File: config.mk
export PLATFORM = sky130hd
export DESIGN_NAME = sensor_reply_frame_parser
export DESIGN_NICKNAME = d
export VERILOG_FILES = /design/src/rtl/srfp_pkg.sv /design/src/rtl/sensor_reply_frame_parser.sv
export SDC_FILE = /design/constraint.sdc
export NUM_CORES = 1
export LEC_CHECK = 0
export BUFFER_PORTS_ARGS = -buffer_cell sky130_fd_sc_hd__buf_2
export CAP_MARGIN = 20
export CORE_MARGIN = 2
export CORE_UTILIZATION = 40
export DETAILED_ROUTE_END_ITERATION = 8
export GPL_TIMING_DRIVEN = 0
export HOLD_SLACK_MARGIN = 0.06
export PLACE_DENSITY_LB_ADDON = 0.05
export RECOVER_POWER = 25
export SYNTH_ARGS = -nofsm -noshare
export SYNTH_HDL_FRONTEND = slang
export SYNTH_SLANG_ARGS = --single-unit
export TNS_END_PERCENT = 10
File: constraint.sdc
create_clock -name i_clk -period 3.5 [get_ports i_clk]
set_input_delay 0.35 -clock i_clk [delete_from_list [all_inputs] [get_ports i_clk]]
set_output_delay 0.35 -clock i_clk [all_outputs]
set_load 0.02 [all_outputs]
File: src/rtl/srfp_pkg.sv
// Shared types and constants for the sensor reply frame parser.
// No dependencies; imported by the parser and its checker.
package srfp_pkg;

    localparam logic [7:0] HDR_BYTE    = 8'hAA;
    localparam logic [7:0] TAIL_BYTE   = 8'hAB;
    localparam int unsigned PAYLOAD_LEN = 6;
    localparam int unsigned CNT_W       = 3;
    localparam int unsigned PAYLOAD_W   = 8 * PAYLOAD_LEN;
    localparam logic [7:0] REPLY_ID_RST = 8'hC0;

    typedef enum logic [2:0] {
        PH_HEAD  = 3'd0,
        PH_CMD   = 3'd1,
        PH_DATA  = 3'd2,
        PH_CHECK = 3'd3,
        PH_TAIL  = 3'd4
    } t_phase;

endpackage

File: src/rtl/sensor_reply_frame_parser.sv
// Sensor reply frame parser: header/command/payload/checksum/tail byte parser.
// Depends on srfp_pkg.

// One received byte per beat in, one result beat out per byte, one byte per
// clock sustained. The parse state, running sum and payload store update in
// the cycle a byte is accepted; the result lands in an output register backed
// by a one-beat skid register, so s_tready only drops when both are full.
// A result with m_tlast high marks a frame with good checksum and tail and
// carries its six payload bytes (first byte in bits 7:0); other results carry
// zero data. The reply id register resets to 0xC0 and should be written only
// while the parser is idle.
module sensor_reply_frame_parser (
    input  logic        i_clk,
    input  logic        i_rst_n,
    // configuration: expected command byte
    input  logic        i_reply_id_we,
    input  logic [7:0]  i_reply_id,
    // input stream
    input  logic        s_tvalid,
    output logic        s_tready,
    input  logic [7:0]  s_tdata,   // [7:0] rx_byte
    // result stream
    output logic        m_tvalid,
    input  logic        m_tready,
    output logic [47:0] m_tdata,   // [47:0] payload
    output logic        m_tlast    // frame_done
);
    import srfp_pkg::*;

    logic [7:0]             r_reply_id;
    t_phase                 r_phase,   n_phase;
    logic [CNT_W-1:0]       r_count,   n_count;
    logic [7:0]             r_sum,     n_sum;
    logic [7:0]             r_store [PAYLOAD_LEN];
    logic                   store_we;

    logic                   r_out_valid, r_skid_valid;
    logic                   r_out_last,  r_skid_last;
    logic [PAYLOAD_W-1:0]   r_out_data,  r_skid_data;

    logic                   accept, take;
    logic                   done;
    logic [PAYLOAD_W-1:0]   packed_store;
    logic [PAYLOAD_W-1:0]   res_data;

    assign accept   = s_tvalid && s_tready;
    assign take     = r_out_valid && m_tready;
    assign s_tready = !r_skid_valid;

    always_comb begin
        for (int i = 0; i < PAYLOAD_LEN; i++) begin
            packed_store[8*i +: 8] = r_store[i];
        end
    end

    // next parse state for the byte on s_tdata
    always_comb begin
        n_phase  = r_phase;
        n_count  = r_count;
        n_sum    = r_sum;
        store_we = 1'b0;
        done     = 1'b0;
        unique case (r_phase)
            PH_HEAD: begin
                n_phase = (s_tdata == HDR_BYTE) ? PH_CMD : PH_HEAD;
            end
            PH_CMD: begin
                if (s_tdata == r_reply_id) begin
                    n_sum   = '0;
                    n_count = '0;
                    n_phase = PH_DATA;
                end else begin
                    n_phase = PH_HEAD;
                end
            end
            PH_DATA: begin
                n_sum = r_sum + s_tdata;
                if (r_count < CNT_W'(PAYLOAD_LEN)) begin
                    store_we = 1'b1;
                    n_count  = r_count + CNT_W'(1);
                end
                if (n_count >= CNT_W'(PAYLOAD_LEN)) begin
                    n_phase = PH_CHECK;
                end
            end
            PH_CHECK: begin
                // on mismatch, reuse this byte as a possible header
                if (s_tdata == r_sum) begin
                    n_phase = PH_TAIL;
                end else begin
                    n_phase = (s_tdata == HDR_BYTE) ? PH_CMD : PH_HEAD;
                end
            end
            PH_TAIL: begin
                n_phase = PH_HEAD;
                done    = (s_tdata == TAIL_BYTE);
            end
            default: begin
                n_phase = PH_HEAD;
            end
        endcase
    end

    assign res_data = done ? packed_store : '0;

    always_ff @(posedge i_clk) begin
        if (!i_rst_n) begin
            r_reply_id <= REPLY_ID_RST;
        end else if (i_reply_id_we) begin
            r_reply_id <= i_reply_id;
        end
    end

    always_ff @(posedge i_clk) begin
        if (!i_rst_n) begin
            r_phase <= PH_HEAD;
            r_count <= '0;
            r_sum   <= '0;
            for (int i = 0; i < PAYLOAD_LEN; i++) begin
                r_store[i] <= '0;
            end
        end else if (accept) begin
            r_phase <= n_phase;
            r_count <= n_count;
            r_sum   <= n_sum;
            for (int i = 0; i < PAYLOAD_LEN; i++) begin
                if (store_we && (r_count == CNT_W'(i))) begin
                    r_store[i] <= s_tdata;
                end
            end
        end
    end

    // output register with one-beat skid
    always_ff @(posedge i_clk) begin
        if (!i_rst_n) begin
            r_out_valid  <= 1'b0;
            r_skid_valid <= 1'b0;
        end else if (!r_out_valid || take) begin
            r_out_valid  <= r_skid_valid || accept;
            r_skid_valid <= r_skid_valid && accept;
        end else if (accept) begin
            r_skid_valid <= 1'b1;
        end
    end

    always_ff @(posedge i_clk) begin
        if (!r_out_valid || take) begin
            if (r_skid_valid) begin
                r_out_last <= r_skid_last;
                r_out_data <= r_skid_data;
                if (accept) begin
                    r_skid_last <= done;
                    r_skid_data <= res_data;
                end
            end else if (accept) begin
                r_out_last <= done;
                r_out_data <= res_data;
            end
        end else if (accept) begin
            r_skid_last <= done;
            r_skid_data <= res_data;
        end
    end

    assign m_tvalid = r_out_valid;
    assign m_tlast  = r_out_last;
    assign m_tdata  = r_out_data;

endmodule

Word level (Yosys, flattened, before mapping)
Memory sizes are Yosys's and may differ from the RTL's.
Cells that the tools add are included.
{"block": "word_totals", "register_bits": 122, "mem_count": 1, "elab_cells": 116, "in_bits": 21, "out_inout_bits": 51, "mem_bits_rw": 48}
{"block": "classes", "order_cmp": 2, "eq_ne": 16, "bitwise_logic": 6, "n_reduce_logical": 21, "mux": 58, "add_sub_neg": 2}
{"name": "r_store", "depth": 6, "word_bits": 8, "read_ports": 6, "rd_clocked_by_memory_dff": 0, "write_ports": 6, "line": "sensor_reply_frame_parser.sv:34", "rtl": "logic [7:0] r_store [PAYLOAD_LEN];"}
{"op": "$mux 48", "count": 6}
{"op": "$mux 8", "count": 7}
{"op": "$mux 1", "count": 36}
{"op": "$eq 8x8->1", "count": 2}
{"op": "$eq 8x8->1 const B", "count": 2}
{"op": "$pmux 8 s2", "count": 1}
{"op": "$mux 3", "count": 5}
{"op": "$eq 3x2->1 const B", "count": 4}
{"op": "$pmux 3 s4", "count": 1}
{"op": "$eq 3x3->1 const B", "count": 3}
{"op": "$logic_and 1x1->1", "count": 9}
{"op": "$add 8x8->8", "count": 1}
{"op": "$eq 3x1->1 const B", "count": 2}
{"op": "$logic_not 3->1", "count": 2}
{"op": "$ne 2x2->1 const B", "count": 3}
{"op": "$or 1x1->1", "count": 6}
{"op": "$pmux 3 s2", "count": 1}
{"op": "$reduce_bool 2->1", "count": 3}
{"op": "$reduce_and 2->1", "count": 2}
{"op": "$add 3x1->3 const B", "count": 1}
{"op": "$ge 3x3->1 const B", "count": 1}
{"op": "$lt 3x3->1 const B", "count": 1}
{"op": "$reduce_and 3->1", "count": 1}
{"op": "$logic_not 1->1", "count": 2}
{"op": "other kinds (2)", "count": 3}

Logic depth before layout (Yosys ltp)
{"block": "depth", "ltp_word": 9, "depth_mapped": 7, "ltp_nobuf": 7}

Worst setup path before layout
Ideal clock, no wire load.
{"block": "synth_timing", "kind": "register to register", "startpoint": "register r_out_valid, in the netlist m_tvalid", "endpoint": "register r_out_data[0], in the netlist m_tdata[0], enable pin", "stages_incl_launch_ff": 3, "n_path_buf": 0, "required_ns": 3.038, "setup_time_ns": 0.462, "slack_ns": 0.328, "period_less_slack_ns": 3.172, "arrival_ns": 2.711, "cell_sequence": "dfxtp_1 > nand2b_1 > nor2b_1"}
{"block": "synth_via", "elab_chain_cells": 3, "word_cells_on_any_way": 4, "classes_between": "4 x reduce/logical"}
{"item": "from (decl)", "line": "sensor_reply_frame_parser.sv:37", "rtl": "logic r_out_valid, r_skid_valid;"}
{"item": "from (signal assigned)", "line": "sensor_reply_frame_parser.sv:140", "rtl": "r_out_valid <= r_skid_valid || accept;"}
{"item": "$logic_not 1->1 or $logic_and 1x1->1 (tied branches)", "line": "sensor_reply_frame_parser.sv:148, sensor_reply_frame_parser.sv:47"}
{"item": "$logic_or 1x1->1 (*)", "line": "sensor_reply_frame_parser.sv:148", "rtl": "if (!r_out_valid || take) begin"}
{"item": "$reduce_and 2->1 (no line) (*)"}
{"item": "to (signal assigned)", "line": "sensor_reply_frame_parser.sv:151", "rtl": "r_out_data <= r_skid_data;"}
{"item": "to (signal assigned)", "line": "sensor_reply_frame_parser.sv:158", "rtl": "r_out_data <= res_data;"}
{"item": "to (decl)", "line": "sensor_reply_frame_parser.sv:39", "rtl": "logic [PAYLOAD_W-1:0] r_out_data, r_skid_data;"}
Mark *: on every way between the ends. The rest lies on a longest branch, timed or not.
A chain may end at the register's enable or synchronous reset.

Worst setup path in the final report
{"block": "layout_timing", "startpoint": "register r_skid_valid", "endpoint": "register r_skid_data[10], enable pin"}
{"block": "layout_via", "elab_chain_cells": 1}
{"item": "from (decl)", "line": "sensor_reply_frame_parser.sv:37"}
{"item": "from (signal assigned)", "line": "sensor_reply_frame_parser.sv:141", "rtl": "r_skid_valid <= r_skid_valid && accept;"}
{"item": "$ne 2x2->1 (no line)"}
{"item": "to (signal assigned)", "line": "sensor_reply_frame_parser.sv:154", "rtl": "r_skid_data <= res_data;"}
{"item": "to (signal assigned)", "line": "sensor_reply_frame_parser.sv:162", "rtl": "r_skid_data <= res_data;"}
{"item": "to (decl)", "line": "sensor_reply_frame_parser.sv:39"}
Every way passes these cells.

==> results_dict.tcl <==
set metrics [dict create \
    synth-seq-area-share_pct 65.8 \
    total_leakage_power_nw 3.24 \
    drive_gt1_share_pct 17.2 \
    relSlewSlack_pct -19.9 \
    dr_total_vias 4118 \
    rsz0062_at_grt "false" \
    reg2reg_depth 4 \
    cts.hold.buffers_added 0 \
    viasPerCell 4.90 \
    num_rows 49 \
    cts_resized 0 \
    fin_crit_ps 2820 \
    drc 0 \
    r2r_setup_slack_ps 680 \
    synth.top_cells.by_area "edfxtp_1 (59%), mux2_1 (7.3%), dfxtp_1 (6.5%), and2_4 (5.7%), and2_1 (4.2%)" \
    holdPathStages 3 \
    path_class "flop to flop" \
    cts.reportedPaths.clkPinSlew_ps 60 \
    ios 72 \
    crit_path_end_kind "flop" \
    top_layer_used "met4" \
    drv_slew 41 \
    numCtsBuffers 17 \
    hp-start "i_reply_id[7]" \
    cts_setup_buffers 0 \
    power_density_mw_per_mm2 497 \
    avgSynthCellArea_um2 14.5 \
    switching_share_pct 21.0 \
    worstPathMaxFanout 26 \
    cts_sinks 170 \
    synth_fp_nets 543 \
    tightest_slew_ps 1800 \
    grt_pass1_wl_um 23000 \
    yosysMostFrequentCell "edfxtp_1" \
    h-tree-depth 4 \
    status "complete, but fails checks" \
    power_frac_clock_pct 41.5 \
    p_int_mw 3.36 \
    fin_crit_sh_pct 80.6 \
    seqPwrFrac_pct 53.7 \
    reg2reg_to "r_skid_data[10]" \
    areaGrowthSynthToFinish_pct 15.7 \
    grt-ovfl-total 0 \
    first_global_vias 4268 \
    core_area_mm2 0.0180 \
    wl_met1_um 6510 \
    net-switching-power_mw 0.895 \
    netlist_area_mm2 0.00740 \
    grt_max_degree 36 \
    hold_ws_ps 164 \
    hold_end "r_reply_id[7]" \
    ir_worst_vdd_v 0.000345 \
    crit_required_ps 3620 \
    hold_viol_final 0 \
    ys_warn_count 0 \
    violations "max-capacitance violations, max-slew violations" \
    ys_ff_latch 170 \
    die_w_um 140 \
    wl_per_cell_um 17.2 \
    drv_cap 2 \
    grt_use_total_pct 15.4 \
    yosysUniqueCellTypes 47 \
    startpoint_type "flop" \
    holdCritPathClass "input port to flop" \
    clockBufferDepth 2 \
    wl_met3_um 743 \
    synth_top_area_share_pct 59.3 \
    io_buffers 69 \
    diodes 0 \
    finalClockSkew_ps 18.0 \
    antenna_found_initial 0 \
    async_flop_share_pct 0 \
    synth_common_cells "edfxtp_1 (146), and2_1 (50), and2_4 (48), mux2_1 (48), nand2_1 (26)" \
    ant_nets 0 \
    routed_wirelength_um 14500 \
    synth_top_area_cell "edfxtp_1" \
    die_area_mm2 0.0196 \
    final-setup-viol-count 0 \
    initial_utilization_pct 41.0 \
    tns_ps 0 \
    gp_congestion 0.796 \
    ys.flop_type "edfxtp_1" \
    nNetsFinal 634 \
    clock.fmax_mhz 354 \
    hpwlAfterDp_um 9810 \
    syn-instance-count 509 \
    synth_edf_count 146 \
    critPathArrivalTime_ps 2950 \
    pwr-share-comb_pct 4.8 \
    dr_wl_met2_um 6960 \
    cts_tree "built" \
    clockRootBuffer "clkbuf_16" \
    r2r-start "r_skid_valid" \
    drt_iter0_markers 149 \
    firstDrtPassIters 4 \
    die_h_um 140 \
    clkLatencyLatePin_ps 430 \
]
-- cell type report --
type / instances / area (µm²)
timing repair buffer: 72 / 334
sequential: 170 / 4860
multi-input combinational: 312 / 2390
fill: 1663 / 9460
clock inverter: 9 / 100
inverter: 6 / 22.5
tap: 229 / 287
buffer: 21 / 118
clock buffer: 22 / 444
-- worst max-delay path by stage --
stage | from | endpoint | slack [ps] | depth (start not counted)
CTS | r_phase[1] | r_store[4][4] | 860 | 4
detailed placement | r_phase[1] | r_store[4][1] | 870 | 4
floorplan | m_tvalid | m_tdata[0] | 330 | 2
finish | r_skid_valid | r_skid_data[10] | 680 | 4
global placement | m_tready | r_skid_data[9] | -1020 | 3
global route | r_skid_valid | r_skid_data[7] | 480 | 4
-- cells in the final DEF (no fill, tap or decap), types with 9 or more instances in the layout --
| master | Yosys | final |
|---|---|---|
| clkbuf_1 | 15 | 71 |
| buf_2 | 1 | 20 |
| edfxtp_1 | 146 | 146 |
| and2_4 | 48 | 48 |
| dfxtp_1 | 24 | 24 |
| nand3_1 | 10 | 10 |
| nor2b_1 | 9 | 9 |
| mux2i_1 | 9 | 9 |
| nor2_1 | 17 | 17 |
| xor2_1 | 11 | 11 |
| mux2_1 | 48 | 48 |
| ha_1 | 12 | 12 |
| nand2_1 | 26 | 26 |
| clkbuf_16 | 0 | 17 |
| and2_1 | 50 | 50 |
-- registers in the layout (all words and copies together), names as in the netlist --
signal	cells
m_tdata	48
m_tlast	1
m_tvalid	1
r_count	3
r_phase	3
r_reply_id	8
r_skid_data	48
r_skid_last	1
r_skid_valid	1
r_store	48
r_sum	8
-- layer usage --
metal	GRT usage, %	up-vias
li1	-	2028
met1	20.0	1986
met2	24.8	87
met3	3.97	17
met4	6.16	0
met5	0	-
-- power by group through the flow --
| stage | Sequential [mW] | Combinational, mW | Clock (mW) |
|---|---|---|---|
| floorplan | 2.37 | 0.0804 | 0 |
| global placement | 2.33 | 0.209 | 0 |
| detailed placement | 2.33 | 0.223 | 0 |
| CTS | 2.28 | 0.223 | 1.81 |
| global route | 2.29 | 0.225 | 1.89 |
| finish | 2.28 | 0.205 | 1.76 |
-- worst max-delay path, stage by stage, from the launching register on --
cell and delay [ps]:
dfxtp_1 350, nand2b_1 220, nor2_1 340, clkbuf_1 1330, buf_16 260
-- logic make-up after synthesis --
group / share of synthesized area, %
and+or+nand+nor: 16.2
xor gates and xnor gates: 1.42
buffers and inverters: 1.89
adders and majority gates: 2.30
muxes: 8.68
AOI/OAI and AO/OA: 3.70
DFF: 65.8
-- per-stage QoR --
| stage | power (mW) | instance area (µm²) | instances | util (%) | setup WS, ps |
|---|---|---|---|---|---|
| after floorplan | 2.45 | 7400 | 509 | - | 328 |
| after global placement | 2.54 | 8030 | 807 | 44.5 | -1020 |
| after detailed placement | 2.55 | 8110 | 810 | 45.0 | 871 |
| after CTS | 4.32 | 8660 | 841 | 48.0 | 856 |
| after global routing | 4.41 | 8560 | 841 | 47.5 | 480 |
| final | 4.25 | 8560 | 841 | 47.5 | 678 |
Power figures use the tool's default switching activity.
